## src/hdl/asq_pkg.sv

```systemverilog
// ----------------------------------------------------------------------------
// asq_pkg
// Types and constants shared by the attitude sample qualifier modules.
// ----------------------------------------------------------------------------
`timescale 1ns / 1ps
`default_nettype none

package asq_pkg;

   typedef enum logic [1:0] {
      STATUS_NONE        = 2'd0,
      STATUS_OK          = 2'd1,
      STATUS_IMPLAUSIBLE = 2'd2,
      STATUS_BUS_ERROR   = 2'd3
   } status_type;

   localparam logic [0:0] KIND_SERVICE    = 1'b0;
   localparam logic [0:0] KIND_INVALIDATE = 1'b1;

   localparam int CSR_INDEX_W = 8;
   localparam int CSR_DATA_W  = 16;

   localparam logic [CSR_INDEX_W-1:0] CSR_SAMPLE_PERIOD = 8'd0;
   localparam logic [CSR_INDEX_W-1:0] CSR_MAX_DELTA     = 8'd1;
   localparam logic [CSR_INDEX_W-1:0] CSR_MAX_FAILURES  = 8'd2;
   localparam logic [CSR_INDEX_W-1:0] CSR_STALE_AFTER   = 8'd3;

   localparam logic [15:0] SAMPLE_PERIOD_RESET = 16'd10;
   localparam logic [10:0] MAX_DELTA_RESET     = 11'd300;
   localparam logic [7:0]  MAX_FAILURES_RESET  = 8'd3;
   localparam logic [15:0] STALE_AFTER_RESET   = 16'd100;

   localparam logic [7:0] FAIL_COUNT_MAX = 8'd255;

   localparam logic signed [27:0] ANGLE_SCALE = 28'sd1800;
   localparam logic signed [27:0] RAW_ROUND   = 28'sd32767;
   localparam int                 RAW_SHIFT   = 15;
   localparam logic signed [12:0] HALF_TURN   = 13'sd1800;
   localparam logic signed [12:0] TURN_DDEG   = 13'sd3600;

   typedef struct packed {
      logic signed [11:0] ddeg;
      logic               delta_ok;
   } axis_result_type;

endpackage

`default_nettype wire

```

## src/hdl/attitude_sample_qualifier.sv

```systemverilog
// ----------------------------------------------------------------------------
// attitude_sample_qualifier
// Throughput: one item per cycle while rsp_stall is low; the input register,
// the combinational state update and the output register form a two-stage
// pipeline with stall, through which each request item passes in order.
// Reset: synchronous; loads the register defaults and clears the pipeline
// valids and all qualifier state.
// ----------------------------------------------------------------------------
`timescale 1ns / 1ps
`default_nettype none

module attitude_sample_qualifier (
   input  logic                                 clock,
   input  logic                                 reset,
   input  logic                                 req_valid,
   output logic                                 req_stall,
   input  logic                                 req_kind,
   input  logic [31:0]                          req_now_ms,
   input  logic                                 req_read_ok,
   input  logic [47:0]                          req_read_data,
   output logic                                 rsp_valid,
   input  logic                                 rsp_stall,
   output logic [1:0]                           rsp_status,
   output logic signed [11:0]                   rsp_roll_angle,
   output logic signed [11:0]                   rsp_pitch_angle,
   output logic signed [11:0]                   rsp_yaw_angle,
   output logic                                 rsp_attitude_valid,
   output logic                                 rsp_stale,
   output logic                                 rsp_link_up,
   output logic                                 rsp_recover_request,
   input  logic                                 csr_valid,
   output logic                                 csr_ready,
   input  logic [asq_pkg::CSR_INDEX_W-1:0]      csr_index,
   input  logic [asq_pkg::CSR_DATA_W-1:0]       csr_wdata
);
   import asq_pkg::*;

   // Configuration registers.
   logic [15:0] period_ff;
   logic [10:0] max_delta_ff;
   logic [7:0]  max_fail_ff;
   logic [15:0] stale_after_ff;

   // Input stage.
   logic        in_valid_ff, in_valid_in;
   logic        kind_ff;
   logic [31:0] now_ff;
   logic        read_ok_ff;
   logic [47:0] data_ff;

   // Qualifier state.
   logic [31:0]        next_time_ff, next_time_in;
   logic [7:0]         fail_ff, fail_in;
   logic signed [11:0] roll_ff, roll_in;
   logic signed [11:0] pitch_ff, pitch_in;
   logic signed [11:0] yaw_ff, yaw_in;
   logic               att_valid_ff, att_valid_in;
   logic [31:0]        last_time_ff, last_time_in;
   logic               link_ff, link_in;

   // Output stage.
   logic               out_valid_ff, out_valid_in;
   status_type         status_ff, status_in;
   logic               stale_ff, stale_in;
   logic               recover_ff, recover_in;
   logic signed [11:0] out_roll_ff, out_pitch_ff, out_yaw_ff;
   logic               out_att_valid_ff, out_link_ff;

   logic            advance;
   logic            accept;
   logic            take;
   logic            due;
   logic            plausible;
   logic [7:0]      fail_bumped;
   logic [31:0]     lead;
   logic [31:0]     elapsed;
   axis_result_type roll_res, pitch_res, yaw_res;

   asq_axis u_roll (
      .raw_word (data_ff[15:0]),
      .stored   (roll_ff),
      .max_delta(max_delta_ff),
      .result   (roll_res)
   );

   asq_axis u_pitch (
      .raw_word (data_ff[31:16]),
      .stored   (pitch_ff),
      .max_delta(max_delta_ff),
      .result   (pitch_res)
   );

   asq_axis u_yaw (
      .raw_word (data_ff[47:32]),
      .stored   (yaw_ff),
      .max_delta(max_delta_ff),
      .result   (yaw_res)
   );

   assign take      = out_valid_ff && !rsp_stall;
   assign advance   = in_valid_ff && (!out_valid_ff || !rsp_stall);
   assign req_stall = in_valid_ff && !advance;
   assign accept    = req_valid && !req_stall;
   assign csr_ready = 1'b1;

   always_comb begin
      in_valid_in  = accept ? 1'b1 : (advance ? 1'b0 : in_valid_ff);
      out_valid_in = advance ? 1'b1 : (take ? 1'b0 : out_valid_ff);
   end

   always_comb begin
      next_time_in = next_time_ff;
      fail_in      = fail_ff;
      roll_in      = roll_ff;
      pitch_in     = pitch_ff;
      yaw_in       = yaw_ff;
      att_valid_in = att_valid_ff;
      last_time_in = last_time_ff;
      link_in      = link_ff;
      status_in    = STATUS_NONE;
      recover_in   = 1'b0;

      // The sample is due once the wrapped time difference is not negative.
      lead        = now_ff - next_time_ff;
      due         = !lead[31];
      fail_bumped = (fail_ff == FAIL_COUNT_MAX) ? fail_ff : fail_ff + 8'd1;
      plausible   = !att_valid_ff ||
                    (roll_res.delta_ok && pitch_res.delta_ok && yaw_res.delta_ok);

      if (kind_ff == KIND_INVALIDATE) begin
         att_valid_in = 1'b0;
      end else if (due) begin
         next_time_in = now_ff + 32'(period_ff);
         if (!read_ok_ff) begin
            fail_in      = fail_bumped;
            link_in      = 1'b0;
            att_valid_in = 1'b0;
            recover_in   = (fail_bumped >= max_fail_ff);
            status_in    = STATUS_BUS_ERROR;
         end else if (!plausible) begin
            fail_in      = fail_bumped;
            att_valid_in = 1'b0;
            status_in    = STATUS_IMPLAUSIBLE;
         end else begin
            roll_in      = roll_res.ddeg;
            pitch_in     = pitch_res.ddeg;
            yaw_in       = yaw_res.ddeg;
            att_valid_in = 1'b1;
            last_time_in = now_ff;
            fail_in      = 8'd0;
            link_in      = 1'b1;
            status_in    = STATUS_OK;
         end
      end

      elapsed  = now_ff - last_time_in;
      stale_in = !att_valid_in || (elapsed >= 32'(stale_after_ff));
   end

   always_ff @(posedge clock) begin
      if (reset) begin
         period_ff      <= SAMPLE_PERIOD_RESET;
         max_delta_ff   <= MAX_DELTA_RESET;
         max_fail_ff    <= MAX_FAILURES_RESET;
         stale_after_ff <= STALE_AFTER_RESET;
      end else if (csr_valid && csr_ready) begin
         case (csr_index)
            CSR_SAMPLE_PERIOD: begin
               period_ff <= csr_wdata;
            end
            CSR_MAX_DELTA: begin
               max_delta_ff <= csr_wdata[10:0];
            end
            CSR_MAX_FAILURES: begin
               max_fail_ff <= csr_wdata[7:0];
            end
            CSR_STALE_AFTER: begin
               stale_after_ff <= csr_wdata;
            end
            default: begin
            end
         endcase
      end
   end

   always_ff @(posedge clock) begin
      if (reset) begin
         in_valid_ff  <= 1'b0;
         out_valid_ff <= 1'b0;
         next_time_ff <= '0;
         fail_ff      <= '0;
         roll_ff      <= '0;
         pitch_ff     <= '0;
         yaw_ff       <= '0;
         att_valid_ff <= 1'b0;
         last_time_ff <= '0;
         link_ff      <= 1'b0;
      end else begin
         in_valid_ff  <= in_valid_in;
         out_valid_ff <= out_valid_in;
         if (advance) begin
            next_time_ff <= next_time_in;
            fail_ff      <= fail_in;
            roll_ff      <= roll_in;
            pitch_ff     <= pitch_in;
            yaw_ff       <= yaw_in;
            att_valid_ff <= att_valid_in;
            last_time_ff <= last_time_in;
            link_ff      <= link_in;
         end
      end
   end

   always_ff @(posedge clock) begin
      if (accept) begin
         kind_ff    <= req_kind;
         now_ff     <= req_now_ms;
         read_ok_ff <= req_read_ok;
         data_ff    <= req_read_data;
      end
      if (advance) begin
         status_ff        <= status_in;
         stale_ff         <= stale_in;
         recover_ff       <= recover_in;
         out_roll_ff      <= roll_in;
         out_pitch_ff     <= pitch_in;
         out_yaw_ff       <= yaw_in;
         out_att_valid_ff <= att_valid_in;
         out_link_ff      <= link_in;
      end
   end

   assign rsp_valid           = out_valid_ff;
   assign rsp_status          = status_ff;
   assign rsp_roll_angle      = out_roll_ff;
   assign rsp_pitch_angle     = out_pitch_ff;
   assign rsp_yaw_angle       = out_yaw_ff;
   assign rsp_attitude_valid  = out_att_valid_ff;
   assign rsp_stale           = stale_ff;
   assign rsp_link_up         = out_link_ff;
   assign rsp_recover_request = recover_ff;

endmodule

`default_nettype wire

```

## src/hdl/asq_axis.sv

```systemverilog
// ----------------------------------------------------------------------------
// asq_axis
// Converts one raw angle word to decidegrees and checks the wrapped change
// against the stored angle of the same axis.
// ----------------------------------------------------------------------------
`timescale 1ns / 1ps
`default_nettype none

module asq_axis (
   input  logic [15:0]             raw_word,
   input  logic signed [11:0]      stored,
   input  logic [10:0]             max_delta,
   output asq_pkg::axis_result_type result
);
   import asq_pkg::*;

   logic signed [27:0] product;
   logic signed [27:0] biased;
   logic signed [27:0] quotient;
   logic signed [12:0] fresh_ext;
   logic signed [12:0] diff;
   logic signed [12:0] wrapped;
   logic signed [12:0] limit;

   always_comb begin
      product  = 28'(signed'(raw_word)) * ANGLE_SCALE;
      // Bias negative products so that the shift rounds toward zero.
      biased   = product + ((product < 0) ? RAW_ROUND : 28'sd0);
      quotient = biased >>> RAW_SHIFT;
      fresh_ext = quotient[12:0];
      diff     = fresh_ext - 13'(stored);
      if (diff > HALF_TURN) begin
         wrapped = diff - TURN_DDEG;
      end else if (diff < -HALF_TURN) begin
         wrapped = diff + TURN_DDEG;
      end else begin
         wrapped = diff;
      end
      limit = signed'({2'b00, max_delta});
      result.ddeg     = quotient[11:0];
      result.delta_ok = (wrapped >= -limit) && (wrapped <= limit);
   end

endmodule

`default_nettype wire

```

## config.mk

```make
export PLATFORM = sky130hd
export DESIGN_NAME = attitude_sample_qualifier
export DESIGN_NICKNAME = d
export VERILOG_FILES = /design/src/hdl/asq_pkg.sv /design/src/hdl/attitude_sample_qualifier.sv /design/src/hdl/asq_axis.sv
export SDC_FILE = /design/constraint.sdc
export NUM_CORES = 1
export LEC_CHECK = 0
export BUFFER_PORTS_ARGS = -buffer_cell sky130_fd_sc_hd__buf_4
export CAP_MARGIN = 15
export CORE_UTILIZATION = 64
export CTS_CLUSTER_DIAMETER = 120
export DETAILED_ROUTE_END_ITERATION = 10
export GPL_ROUTABILITY_DRIVEN = 0
export PLACE_DENSITY = 0.84
export SYNTH_ARGS = -nofsm -noshare
export SYNTH_HDL_FRONTEND = slang
export SYNTH_SLANG_ARGS = --single-unit
```

## constraint.sdc

```tcl
create_clock -name clock -period 19.3 [get_ports clock]
set_clock_uncertainty 0.2 [all_clocks]
set_input_delay 0.965 -clock clock [delete_from_list [all_inputs] [get_ports clock]]
set_output_delay 0.965 -clock clock [all_outputs]
set_load 0.1 [all_outputs]
```

==> metrics.csv, run 1 <==
stage;metric;value;unit
worst_setup_path;Critical Path AT;17940;ps
worst_setup_path;critical path fanouts, max;20;
synth;Seq/Total Area, Yosys;0.2549;
placed_design;Port-buffer cells;154;
global_route;first-pass GRT wire length;107600;µm
global_route;largest net degree at the start of global routing;101;
synth;distinct cell type count after synthesis;104;
global_route;initial antenna violation count;0;
global_route;number of global-route vias before repair;22880;
synth;Synth Flop Type;dfxtp_1;
floorplan;area of the core;42130;µm²
synth;Yosys reg bits;287;
sta;# setup viols final;0;
layout;ANT cells;0;
layout;post-route insts no fill;3618;
synth;largest area contributor in the netlist;ha_1;
synth;EDFF count, synth;124;
hold_path;type of the most critical hold path;register to register;
worst_setup_path;CP endpoint kind;register;
cts;Reg clk slew, reported paths;60;ps
floorplan;floorplan die width;208.9;µm
worst_setup_path;slowest stage cell, crit path;a2111oi_0;
sta;max_slew headroom;0.2195;
synth;synthesized net count;3547;
cts;CTS buffer count;34;
drt;Iteration-0 DRC Markers;1528;
sta;Final Cycle Share;0.9250;
drt;Antenna Nets Post-Route;0;
global_route;GR Util All Layers;0.2954;
layout;fin nets;3669;
cts;worst skew pair latency;580;ps
synth;synthesized netlist cell count;2931;
cts;H-tree Lvls;2;
floorplan;Die H;208.9;µm
synth;Yosys top cell area share;0.1927;
floorplan;Die ar.;43650;µm²
synth;Synth async-reset ratio;0;
sta;achievable frequency;56.02;MHz
drt;DR pass1 iterations;9;
sta;Least-Margin Pin Slew;1171;ps
cts;CTS root buffer;clkbuf_16;
cts;CTS tree;yes;
drt;Avg WL per Cell;17.82;µm
drt;Via Count;22870;
cts;post-CTS sizing;0;
synth;Synth Cell Area;27410;µm²
layout;area grow syn2layout;9.401;%
hold_path;hold path startpoint;next_time_ff[8]$_SDFFE_PP0P_;
floorplan;Rows;75;
worst_setup_path;WP data required;19390;ps
outcome;status;finished clean;
worst_setup_path;Worst setup SP type;register;
cts;# Post-CTS Setup Buffers;0;
synth;top area cells in the synthesized netlist;ha_1 (19%), edfxtp_1 (14%), dfxtp_1 (12%), fa_1 (6.1%), mux2i_1 (4.5%);
layout;Post-Route Utilization;0.7116;
sta;Final Max Slew Viols;0;
layout;share of layout cells above drive strength 1;0.09678;
worst_setup_path;most used cell, CP;ha_1;
cts;hold buffer count at cts;0;
placed_design;dpl hpwl;49390;µm
sta;Final Critical Period;17850;ps
job;number of max-cap violations;0;
placed_design;dpl cells;3553;
synth;syn_area_per_cell;9.350;µm²
drt;average vias per placed instance;6.321;
cts;Max Root-Sink Buffers;3;
synth;total number of yosys warnings;0;
cts;clock sinks;287;
sta;Fin. Hold Viols;0;
sta;TNS Setup;0;ps
drt;DRC Markers;0;
sta;unrepaired setup endpoints after global routing;false;
synth;most instantiated cells after synthesis;ha_1 (422), nor2_1 (304), inv_1 (208);
global_route;grt ovf;0;
worst_setup_path;CP startpoint;data_ff[5]$_DFFE_PP_;
drt;final WL;64460;µm
worst_setup_path;kind of critical path;register to register;
layout;# fillers;3137;
synth;most common cell in the netlist;ha_1;
worst_setup_path;CP max stage delay;770;ps
floorplan;initial core utilization;0.6504;
worst_setup_path;origin of the critical flop-to-flop path;data_ff[5]$_DFFE_PP_;
floorplan;I/O pins;156;
-- layout make-up --
cell class | instances | area (µm²) | area share
Multi-Input combinational cell | 2359 | 19240 | 0.6417
Timing Repair Buffer | 163 | 1235 | 0.04119
Clock buffer | 51 | 944.7 | 0.03151
Sequential cell | 287 | 6987 | 0.2330
Tap cell | 539 | 674.4 | 0.02249
Clock inverter | 11 | 121.4 | 0.004048
Inverter | 208 | 780.7 | 0.02604
-- cell usage in the layout, fill, tap and decap left out, types with 63 or more instances in the layout --
cell      netlist  final
nor3_1         63     63
a21oi_1       164    164
nand2_1       137    137
dfxtp_1       163    163
mux2i_1       122    122
buf_4           5    161
o21ai_0        99     99
a21o_1         63     63
xnor2_1       126    126
nor2_1        304    303
fa_1           83     83
ha_1          422    422
edfxtp_1      124    124
inv_1         208    207
-- path summary, 6_finish.rpt --
| check | end | slack, ps | depth (start not counted) |
|---|---|---|---|
| max | rsp_stale$_DFFE_PP_ | 1450 | 63 |
| min | next_time_ff[8]$_SDFFE_PP0P_ | 250 | 2 |
| max reg2reg | rsp_stale$_DFFE_PP_ | 1450 | 63 |
| min reg2reg | next_time_ff[8]$_SDFFE_PP0P_ | 250 | 2 |
-- sequential cells by signal (all words and copies together) (netlist names), 2 cells and up --
signal / count
max_delta_ff: 11
yaw_ff: 12
now_ff: 32
data_ff: 48
stale_after_ff: 16
next_time_ff: 32
period_ff: 16
max_fail_ff: 8
rsp_yaw_angle: 12
rsp_roll_angle: 12
roll_ff: 12
rsp_pitch_angle: 12
rsp_status: 2
pitch_ff: 12
fail_ff: 8
last_time_ff: 32
-- metal layers --
metal / part of all wire / global-route usage / up-vias
met3: 0.047 / 0.03231 / 132
met2: 0.49 / 0.5174 / 694
li1: - / - / 11010
met1: 0.44 / 0.3715 / 11030
met4: 0.029 / 0.1176 / 0
met5: 0 / 0 / -
-- worst max-delay path: cells and delay by family, from the launching register on --
family / cells / cell delay [ps]
AO/OA/AOI/OAI: 24 / 6900
AND/OR/NAND/NOR: 22 / 4560
adder cells (fa/ha/maj): 10 / 3680
flip-flops: 1 / 480
multiplexers: 2 / 560
XOR/XNOR: 3 / 730
buffers and inverters: 2 / 430
-- kinds of logic (layout without fill, tap and decap cells) --
group | after synthesis | in the layout | synth area share
xor gates and xnor gates | 190 | 190 | 0.06296
other | 1 | 1 | 0.0001368
muxes | 164 | 164 | 0.06182
DFF | 287 | 287 | 0.2549
adders and majority gates | 505 | 505 | 0.2533
and+or+nand+nor | 837 | 838 | 0.1534
AOI/OAI and AO/OA | 661 | 661 | 0.1693
buffers and inverters | 286 | 433 | 0.04420
-- per-stage QoR --
step	worst slack [ps]	area [µm²]	hold WS, ps
after floorplan	4555	27410	231.9
after global placement	2036	28880	238.8
after detailed placement	1161	28880	245.6
after CTS	1044	29950	252.1
after global routing	49.76	29980	279.1
final	1448	29980	252.8
Power of run 1 is not shown: default switching activity piles up to over one toggle a cycle in this logic, so the estimate is an artifact.
==> run 2, diff against run 1 <==
--- a/config.mk
+++ b/config.mk
@@ -7,6 +7,7 @@
 export LEC_CHECK = 0
 export BUFFER_PORTS_ARGS = -buffer_cell sky130_fd_sc_hd__buf_4
 export CAP_MARGIN = 15
+export CORE_MARGIN = 2
 export CORE_UTILIZATION = 64
 export CTS_CLUSTER_DIAMETER = 120
 export DETAILED_ROUTE_END_ITERATION = 10
==> metrics.csv, run 2 (synthesis results as in run 1) <==
stage;metric;value;unit
outcome;status;finished clean;
cts;# Post-CTS Setup Buffers;0;
global_route;largest net degree at the start of global routing;97;
layout;Largest register FFs;48;
cts;hold buffer count at cts;0;
worst_setup_path;WP buf/inv;2;
layout;share of layout cells above drive strength 1;0.09942;
drt;average vias per placed instance;6.299;
cts;CTS root buffer;clkbuf_16;
job;number of max-cap violations;0;
worst_setup_path;most used cell, CP;ha_1;
floorplan;area of the core;42130;µm²
global_route;initial antenna violation count;0;
cts;Reg clk slew, reported paths;60;ps
worst_setup_path;CP max stage delay;700;ps
layout;ANT cells;0;
layout;# fillers;3110;
cts;Max Root-Sink Buffers;3;
global_route;number of global-route vias before repair;22790;
layout;post-route insts no fill;3617;
worst_setup_path;WP data required;19370;ps
layout;area grow syn2layout;9.761;%
cts;post-CTS sizing;0;
drt;DRC Markers;0;
cts;CTS tree;yes;
global_route;grt ovf;0;
layout;most common cell after layout, fill and taps aside;ha_1;
sta;Least-Margin Pin Slew;1170;ps
worst_setup_path;CP startpoint;data_ff[6]$_DFFE_PP_;
sta;Final WS setup;1790;ps
drt;Antenna Nets Post-Route;0;
sta;TNS Setup;0;ps
drt;Avg WL per Cell;17.86;µm
layout;fin nets;3668;
worst_setup_path;kind of critical path;register to register;
sta;Fin. Hold Viols;0;
worst_setup_path;Worst setup SP type;register;
worst_setup_path;cell family with most CP delay;compound AO/OA/AOI/OAI gates;
cts;worst skew pair latency;570;ps
sta;achievable frequency;57.11;MHz
layout;leading cell types in the layout, fill and taps excluded;ha_1 (422), nor2_1 (303), inv_1 (207);
worst_setup_path;slowest stage cell, crit path;a2111oi_0;
sta;Final Cycle Share;0.9072;
sta;unrepaired setup endpoints after global routing;false;
drt;final WL;64590;µm
drt;DR pass1 iterations;10;
hold_path;hold path startpoint;next_time_ff[6]$_SDFFE_PP0P_;
hold_path;type of the most critical hold path;register to register;
worst_setup_path;CP endpoint kind;register;
sta;Final Max Slew Viols;0;
sta;Final Critical Period;17510;ps
global_route;GR Util All Layers;0.2893;
placed_design;dpl cells;3553;
sta;max_slew headroom;0.2197;
drt;Via Count;22780;
worst_setup_path;critical path fanouts, max;41;
floorplan;Die H;210.9;µm
floorplan;initial core utilization;0.6504;
sta;# setup viols final;0;
floorplan;Rows;75;
cts;clock sinks;287;
global_route;first-pass GRT wire length;107200;µm
floorplan;I/O pins;156;
placed_design;dpl hpwl;49310;µm
floorplan;floorplan die width;210.9;µm
cts;H-tree Lvls;2;
placed_design;pre-CTS setup slack;1615;ps
drt;Iteration-0 DRC Markers;1578;
cts;CTS buffer count;34;
layout;largest register by flop count;data_ff;
worst_setup_path;Critical Path AT;17580;ps
worst_setup_path;origin of the critical flop-to-flop path;data_ff[6]$_DFFE_PP_;
floorplan;Die ar.;44490;µm²
placed_design;Port-buffer cells;154;
==> run 2: cell count changes in the layout (fill, tap and decap cells not counted), sizes merged <==
| cell | previous run | this run |
|---|---|---|
| clkinv | 7 | 9 |
| clkbuf | 51 | 45 |
| bufinv | 1 | 3 |
| nor2 | 306 | 305 |
| clkinvlp | 1 | 3 |
==> run 2: worst paths after layout <==
path              slack (ps)                           end  depth (start not counted)
hold / removal           250  next_time_ff[6]$_SDFFE_PP0P_                          2
setup / recovery        1790           rsp_stale$_DFFE_PP_                         64
hold reg to reg          250  next_time_ff[6]$_SDFFE_PP0P_                          2
setup reg to reg        1790           rsp_stale$_DFFE_PP_                         64
==> run 2: final cells by class <==
class	count	area [µm²]	area share
Multi-Input combinational cell	2358	19230	0.6392
Clock buffer	45	963.4	0.03203
Inverter	208	780.7	0.02596
Clock inverter	17	212.7	0.007071
Timing Repair Buffer	163	1235	0.04105
Sequential cell	287	6987	0.2323
Tap cell	539	674.4	0.02242
==> run 2: per-layer routing <==
metal / vias to the layer above / share of wire / global-route usage
met5: - / 0 / 0
met2: 768 / 0.49 / 0.5096
met1: 10850 / 0.42 / 0.3616
met3: 154 / 0.055 / 0.03732
met4: 0 / 0.033 / 0.1100
li1: 11010 / - / -
==> run 2: stage by stage <==
| stage | util | cell area, µm² | hold WS (ps) |
|---|---|---|---|
| floorplan | - | 27410 | 231.9 |
| detailed placement | 0.6855 | 28880 | 243.9 |
| CTS | 0.7134 | 30060 | 251.2 |
| finish | 0.7139 | 30080 | 250.8 |
| global placement | 0.6855 | 28880 | 239.0 |
| global route | 0.7139 | 30080 | 279.1 |
==> run 2: tightest hold or removal path: cells and delay by family (launching register included) <==
family / cells / cell delay [ps]
DFF: 1 / 310
AOI/OAI and AO/OA: 1 / 50
and+or+nand+nor: 1 / 50
Power of run 2 is left out for the same reason.
